**src/hdl/sorted_insert_priority_queue_assert.svh**
```systemverilog
// Assertion macros shared by the priority queue RTL.
// Each macro samples on i_clk and is switched off while i_rst_n is low.
`ifndef SORTED_INSERT_PRIORITY_QUEUE_ASSERT_SVH
`define SORTED_INSERT_PRIORITY_QUEUE_ASSERT_SVH

// The condition must hold at every clock edge out of reset.
`define SIPQ_ASSERT_NOW(label, cond, msg) \
    label: assert property (@(posedge i_clk) disable iff (!i_rst_n) (cond)) else $error(msg);

// When the antecedent holds, the consequent must hold in the next cycle.
`define SIPQ_ASSERT_NEXT(label, ante, cons, msg) \
    label: assert property (@(posedge i_clk) disable iff (!i_rst_n) \
        (ante) |=> (cons)) else $error(msg);

`endif

```
**src/hdl/sipq_pkg.sv**
```systemverilog
// Package for the sorted insert priority queue: sizes, codes and word types.
// Used by sipq_cell and sorted_insert_priority_queue; depends on nothing.
`timescale 1ns / 1ps

package sipq_pkg;

    localparam int DEPTH      = 16;
    localparam int PRIO_WIDTH = 16;
    localparam int CNT_W      = $clog2(DEPTH + 1);

    localparam logic       FUNC_INSERT   = 1'b0;
    localparam logic       FUNC_REMOVE   = 1'b1;

    localparam logic [1:0] STATUS_DONE   = 2'd0;
    localparam logic [1:0] STATUS_FULL   = 2'd1;
    localparam logic [1:0] STATUS_EMPTY  = 2'd2;

    typedef struct packed {
        logic        func;
        logic [15:0] item_priority;
        logic [7:0]  item_payload;
    } t_in_word;

    typedef struct packed {
        logic [1:0]  status;
        logic [15:0] head_priority;
        logic [7:0]  head_payload;
        logic [4:0]  entry_count;
        logic        queue_empty;
        logic        queue_full;
    } t_out_word;

    typedef struct packed {
        logic [PRIO_WIDTH-1:0] prio;
        logic [7:0]            payload;
    } t_entry;

    // Broadcast from the top level to every cell of the chain.
    typedef struct packed {
        logic   insert;
        logic   remove;
        t_entry entry;
    } t_cell_ctrl;

endpackage

```
**src/hdl/sorted_insert_priority_queue.sv**
```systemverilog
// Sorted insert priority queue: one instruction word in, one result word out
// in the next cycle. Every word is taken in the cycle it is offered; busy stays low.
// The result strobe o_done lasts a single cycle and cannot be held off, so the
// receiver must capture it then. Entries sit in a chain of cells ordered by
// priority with the head in the first cell; an insert or remove updates all cells
// at once, so the result register is the only delay between a word and its
// result. Depends on sipq_pkg, sipq_cell and the assertion macro header.
`timescale 1ns / 1ps
`include "sorted_insert_priority_queue_assert.svh"

module sorted_insert_priority_queue (
    input  logic                i_clk,
    input  logic                i_rst_n,
    input  logic                start,
    output logic                busy,
    input  sipq_pkg::t_in_word  i_in,
    output logic                o_done,
    output sipq_pkg::t_out_word o_result
);

    logic                       accept;
    logic                       is_full;
    logic                       is_empty;
    logic                       do_insert;
    logic                       do_remove;
    logic [sipq_pkg::CNT_W-1:0] r_count;
    logic [sipq_pkg::CNT_W-1:0] n_count;
    logic                       r_done;
    sipq_pkg::t_out_word        r_result;
    sipq_pkg::t_out_word        n_result;
    sipq_pkg::t_cell_ctrl       ctrl;
    logic [sipq_pkg::DEPTH-1:0] occupied;
    logic [sipq_pkg::DEPTH-1:0] keep;
    sipq_pkg::t_entry           entries [sipq_pkg::DEPTH];

    assign busy     = 1'b0;
    assign accept   = start && !busy;
    assign is_full  = (r_count == sipq_pkg::CNT_W'(sipq_pkg::DEPTH));
    assign is_empty = (r_count == '0);
    assign do_insert = accept && (i_in.func == sipq_pkg::FUNC_INSERT) && !is_full;
    assign do_remove = accept && (i_in.func == sipq_pkg::FUNC_REMOVE) && !is_empty;

    assign ctrl.insert        = do_insert;
    assign ctrl.remove        = do_remove;
    assign ctrl.entry.prio    = sipq_pkg::PRIO_WIDTH'(i_in.item_priority);
    assign ctrl.entry.payload = i_in.item_payload;

    // The first r_count cells hold live entries.
    always_comb begin
        for (int i = 0; i < sipq_pkg::DEPTH; i++) begin
            occupied[i] = (sipq_pkg::CNT_W'(i) < r_count);
        end
    end

    for (genvar g = 0; g < sipq_pkg::DEPTH; g++) begin : g_cell
        logic             left_keep;
        sipq_pkg::t_entry left_entry;
        sipq_pkg::t_entry right_entry;

        // The head cell behaves as if a kept entry stood before it.
        if (g == 0) begin : g_head
            assign left_keep  = 1'b1;
            assign left_entry = ctrl.entry;
        end else begin : g_mid
            assign left_keep  = keep[g-1];
            assign left_entry = entries[g-1];
        end

        if (g == sipq_pkg::DEPTH - 1) begin : g_tail
            assign right_entry = '0;
        end else begin : g_body
            assign right_entry = entries[g+1];
        end

        sipq_cell u_cell (
            .i_clk        (i_clk),
            .i_ctrl       (ctrl),
            .i_occupied   (occupied[g]),
            .i_left_keep  (left_keep),
            .i_left_entry (left_entry),
            .i_right_entry(right_entry),
            .o_keep       (keep[g]),
            .o_entry      (entries[g])
        );
    end

    always_comb begin
        n_count = r_count;
        if (do_insert) begin
            n_count = r_count + 1'b1;
        end else if (do_remove) begin
            n_count = r_count - 1'b1;
        end

        n_result = '0;
        if (accept && (i_in.func == sipq_pkg::FUNC_INSERT) && is_full) begin
            n_result.status = sipq_pkg::STATUS_FULL;
        end else if (accept && (i_in.func == sipq_pkg::FUNC_REMOVE) && is_empty) begin
            n_result.status = sipq_pkg::STATUS_EMPTY;
        end else begin
            n_result.status = sipq_pkg::STATUS_DONE;
        end
        if (do_remove) begin
            n_result.head_priority = 16'(entries[0].prio);
            n_result.head_payload  = entries[0].payload;
        end
        n_result.entry_count = 5'(n_count);
        n_result.queue_empty = (n_count == '0);
        n_result.queue_full  = (n_count == sipq_pkg::CNT_W'(sipq_pkg::DEPTH));
    end

    always_ff @(posedge i_clk) begin
        if (!i_rst_n) begin
            r_count <= '0;
            r_done  <= 1'b0;
        end else begin
            r_count <= n_count;
            r_done  <= accept;
        end
        r_result <= n_result;
    end

    assign o_done   = r_done;
    assign o_result = r_result;

    `SIPQ_ASSERT_NOW(a_count_bound, r_count <= sipq_pkg::CNT_W'(sipq_pkg::DEPTH), "count exceeds depth")
    `SIPQ_ASSERT_NEXT(a_one_result, accept, o_done, "accepted word produced no result")
    `SIPQ_ASSERT_NEXT(a_no_spurious, !accept, !o_done, "result without an accepted word")
    `SIPQ_ASSERT_NEXT(a_full_refused, accept && (i_in.func == sipq_pkg::FUNC_INSERT) && is_full, (r_count == $past(r_count)) && (o_result.status == sipq_pkg::STATUS_FULL), "insert into full queue changed state")
    `SIPQ_ASSERT_NOW(a_head_order, (r_count < sipq_pkg::CNT_W'(2)) || (entries[0].prio <= entries[1].prio), "head cells out of order")

endmodule

```
**src/hdl/sipq_cell.sv**
```systemverilog
// One slot of the sorted chain: holds an entry and exchanges it with its neighbours.
// Depends on sipq_pkg for the entry and control types.
`timescale 1ns / 1ps

module sipq_cell (
    input  logic                i_clk,
    input  sipq_pkg::t_cell_ctrl i_ctrl,
    input  logic                i_occupied,
    input  logic                i_left_keep,
    input  sipq_pkg::t_entry    i_left_entry,
    input  sipq_pkg::t_entry    i_right_entry,
    output logic                o_keep,
    output sipq_pkg::t_entry    o_entry
);

    sipq_pkg::t_entry r_entry;
    sipq_pkg::t_entry n_entry;

    // A held entry of smaller or equal priority stays put, so ties remain in arrival order.
    assign o_keep  = i_occupied && (r_entry.prio <= i_ctrl.entry.prio);
    assign o_entry = r_entry;

    always_comb begin
        n_entry = r_entry;
        if (i_ctrl.insert) begin
            if (!o_keep) begin
                n_entry = i_left_keep ? i_ctrl.entry : i_left_entry;
            end
        end else if (i_ctrl.remove) begin
            n_entry = i_right_entry;
        end
    end

    always_ff @(posedge i_clk) begin
        r_entry <= n_entry;
    end

endmodule

```
**config.mk**
```make
export PLATFORM = sky130hd
export DESIGN_NAME = sorted_insert_priority_queue
export DESIGN_NICKNAME = d
export VERILOG_FILES = /design/src/hdl/sipq_pkg.sv /design/src/hdl/sorted_insert_priority_queue.sv /design/src/hdl/sipq_cell.sv
export VERILOG_INCLUDE_DIRS = /design/src /design/src/hdl
export SDC_FILE = /design/constraint.sdc
export NUM_CORES = 1
export LEC_CHECK = 0
export BUFFER_PORTS_ARGS = -buffer_cell sky130_fd_sc_hd__buf_2
export CAP_MARGIN = 15
export CELL_PAD_IN_SITES_DETAIL_PLACEMENT = 1
export CELL_PAD_IN_SITES_GLOBAL_PLACEMENT = 2
export CORE_MARGIN = 2
export CORE_UTILIZATION = 46
export CTS_BUF_LIST = sky130_fd_sc_hd__clkbuf_16
export CTS_CLUSTER_DIAMETER = 60
export DETAILED_ROUTE_END_ITERATION = 6
export GPL_ROUTABILITY_DRIVEN = 0
export PLACE_DENSITY = 0.83
export SYNTH_ARGS = -nofsm -noshare
export SYNTH_HDL_FRONTEND = slang
export SYNTH_HIERARCHICAL = 1
export SYNTH_SLANG_ARGS = --single-unit
```
**constraint.sdc**
```tcl
create_clock -name i_clk -period 6.01 [get_ports i_clk]
set_clock_uncertainty 0.2 [all_clocks]
set_input_delay 0.9015 -clock i_clk [delete_from_list [all_inputs] [get_ports i_clk]]
set_output_delay 0.9015 -clock i_clk [all_outputs]
set_load 0.1 [all_outputs]
```
==> impl_metrics.py <==
metrics = {
    "clocking": {
        "clock_tree.buffer_depth": 3,
        "worst_skew_pair.late_latency_ps": 630,
        "cts.repair_timing.setup_buffer_count": 0,
        "post_cts_resized": 0,
        "clock_sink_count": 423,
        "cts_tree": "yes",
        "numCtsBuffers": 56,
        "cts_hold_repair.buffers": 0,
        "cts.reportedPaths.clkPinSlew_ps": 60,
        "cts_root_buf": "clkbuf_16",
        "htree_num_levels": 2,
    },
    "grt": {
        "first_global_vias": 23100,
        "global_route_wire_length_before_repair_mm": 134,
        "antenna_violations_before_repair": 0,
        "grt_max_degree": 139,
        "gr-usage-all-layers_pct": 27.1,
        "grt.overflow.total": 0,
    },
    "synth": {
        "synth_area_um2": 28600,
        "syn_inst": 2774,
        "yosysWarningCount": 6,
        "syn_area_per_cell_um2": 10.3,
    },
    "timing": {
        "final.hold.worst_slack_ps": 315,
        "achievable-frequency_mhz": 241,
        "final.setup.tns_ps": 0,
        "rsz0062_at_grt": "no",
        "report.final.setup_viol": 0,
        "timing.final.crit_share_pct": 68.9,
        "timing.final.hold_violations": 0,
        "tightest_slew_ps": 1160,
        "timing_max_transition_violations_final": 0,
        "layout_min_cycle_time_ps": 4140,
        "worst_slew_margin_rel_pct": 22.5,
    },
    "route": {
        "wl_mm": 86.8,
        "drt-pass1-iter-count": 6,
        "drcViolationCount": 0,
        "final_antenna_net_count": 0,
        "via_count": 21300,
        "wl_per_cell_um": 23.5,
        "drt_iter0_markers": 1143,
        "route.detailed.vias_per_inst": 5.76,
    },
    "power_and_ir_drop": {
        "power.static_leakage_nw": 12.6,
        "switching_share_pct": 36.3,
        "combinational_group_share_of_total_power_pct": 30.3,
        "power.density_cell_area_nw_per_um2": 372,
        "power_spent_charging_and_discharging_nets_mw": 4.22,
        "power.ir.vdd_worst_v": 0.000215,
        "cell_internal_pwr_mw": 7.41,
        "power.clock.fraction_pct": 29.1,
        "p_seq_share_pct": 40.5,
    },
    "floorplanning": {
        "num_rows": 91,
        "boundaryPins": 63,
        "core_area_um2": 61600,
        "chip_height_um": 253,
        "initial_core_util_pct": 46.5,
        "design.die.area_um2": 64200,
        "floorplan.die.width_um": 253,
    },
    "worst_setup_path": {
        "worst-endpoint-required_ps": 6030,
        "cpMaxStageDelayCell": "a21o_1",
        "worstReg2RegEnd": "g_cell[4].u_cell/o_entry[1]",
        "timing.critical_path.from_type": "flip-flop",
        "worst-path-max-fanout": 134,
        "critical_path_end_type": "flip-flop",
        "cp.arrival_ps": 4160,
        "r2r-start": "r_count[1]",
        "r2r.worst_path.cells": 8,
        "reg2reg_setup_slack_ps": 1870,
        "cp_slowest_stage_delay_ps": 880,
        "worstPathCellList": "inv_1, ha_1, or4bb_4, nand2_2, inv_8, buf_4, a21oi_1, a21o_1",
        "path_class": "reg -> reg",
    },
    "hold_path": {
        "hp-start": "g_cell[0].u_cell/o_entry[6]",
        "holdCritPathClass": "reg -> reg",
        "hold_path_depth": 1,
        "min_to": "o_result[13]",
    },
    "cells_and_area": {
        "final_core_utilization_pct": 50.7,
        "drive_gt1_share_pct": 11.4,
        "fin_nets": 3105,
        "antenna-diode-count": 0,
        "area_growth_syn_to_layout_pct": 9.02,
        "filler_cells_inserted": 6714,
    },
    "run": {
        "maxCapViolCount": 0,
    },
    "placement": {
        "dpl.hpwl_mm": 63.3,
        "port_buffers": 61,
    },
    "status": {
        "outcome": "completed",
    },
}
==> per-layer routing <==
layer / GRT usage, % / wire [µm]
met2: 50.2 / 45200
met5: 0 / 0
met4: 8.69 / 2630
met1: 32.7 / 36400
met3: 3.03 / 2580
==> power groups by stage <==
stage	registers [mW]	logic [mW]	clock network (mW)
final	4.71	3.53	3.39
after global routing	4.78	3.89	3.58
after CTS	4.72	3.52	3.46
after detailed placement	4.76	3.52	0
after global placement	4.76	3.31	0
after floorplan	4.69	2.42	0
==> final cells by class <==
cell class | count | area (µm²) | share of cell area (%)
Multi-Input combinational cell | 1957 | 14200 | 45.6
Sequential cell | 423 | 12300 | 39.4
Clock buffer | 57 | 1430 | 4.57
Tap cell | 837 | 1050 | 3.36
Inverter | 264 | 998 | 3.20
Timing Repair Buffer | 115 | 756 | 2.42
Clock inverter | 49 | 433 | 1.39
==> per-stage QoR <==
stage	power, mW	setup slack (ps)	instances	instance area (µm²)
floorplan	7.10	2800	2798	28700
global placement	8.07	1480	3595	29300
detailed placement	8.28	1380	3595	29300
CTS	11.7	1890	3701	31200
global route	12.2	1740	3702	31200
finish	11.6	1870	3702	31200
==> worst max path at each step <==
stage | cells past startpoint | end | start
2_1_floorplan | 9 | g_cell[0].u_cell/o_entry[0] | r_count[1]
3_3_place_gp | 11 | g_cell[9].u_cell/o_entry[22] | i_in[19]
3_5_place_dp | 11 | g_cell[9].u_cell/o_entry[13] | i_in[19]
4_1_cts | 8 | g_cell[0].u_cell/o_entry[13] | r_count[1]
5_1_grt | 8 | g_cell[8].u_cell/o_entry[10] | r_count[1]
6_report | 8 | g_cell[4].u_cell/o_entry[1] | r_count[1]
==> critical path, delay by kind of cell (launching register included) <==
family | cells | cell delay [ps]
buffers and inverters | 3 | 810
AND/OR/NAND/NOR | 2 | 750
adder cells (fa/ha/maj) | 1 | 350
AO/OA/AOI/OAI | 2 | 1040
flip-flops | 1 | 390
==> sequential cells by signal (all words and copies together), names as in the netlist <==
register / count
g_cell.u_cell/o_entry: 384
r_count: 5
o_result: 33
o_done: 1
==> cells in the final DEF (no fill, tap or decap), types with 17 or more instances in the layout <==
cell type  count
clkbuf_16     57
o221ai_1      18
buf_4         51
and3_1        27
ha_1         260
a21o_1        32
nor2_1       404
nand2_1       53
conb_1        26
nor2b_2       31
edfxtp_1     384
nand4_1       32
nand3_1       19
buf_2         61
inv_1        274
dfxtp_1       39
and4_1        17
mux2i_1      384
o211ai_2      17
a21oi_1      482
Power figures use the tool's default switching activity.
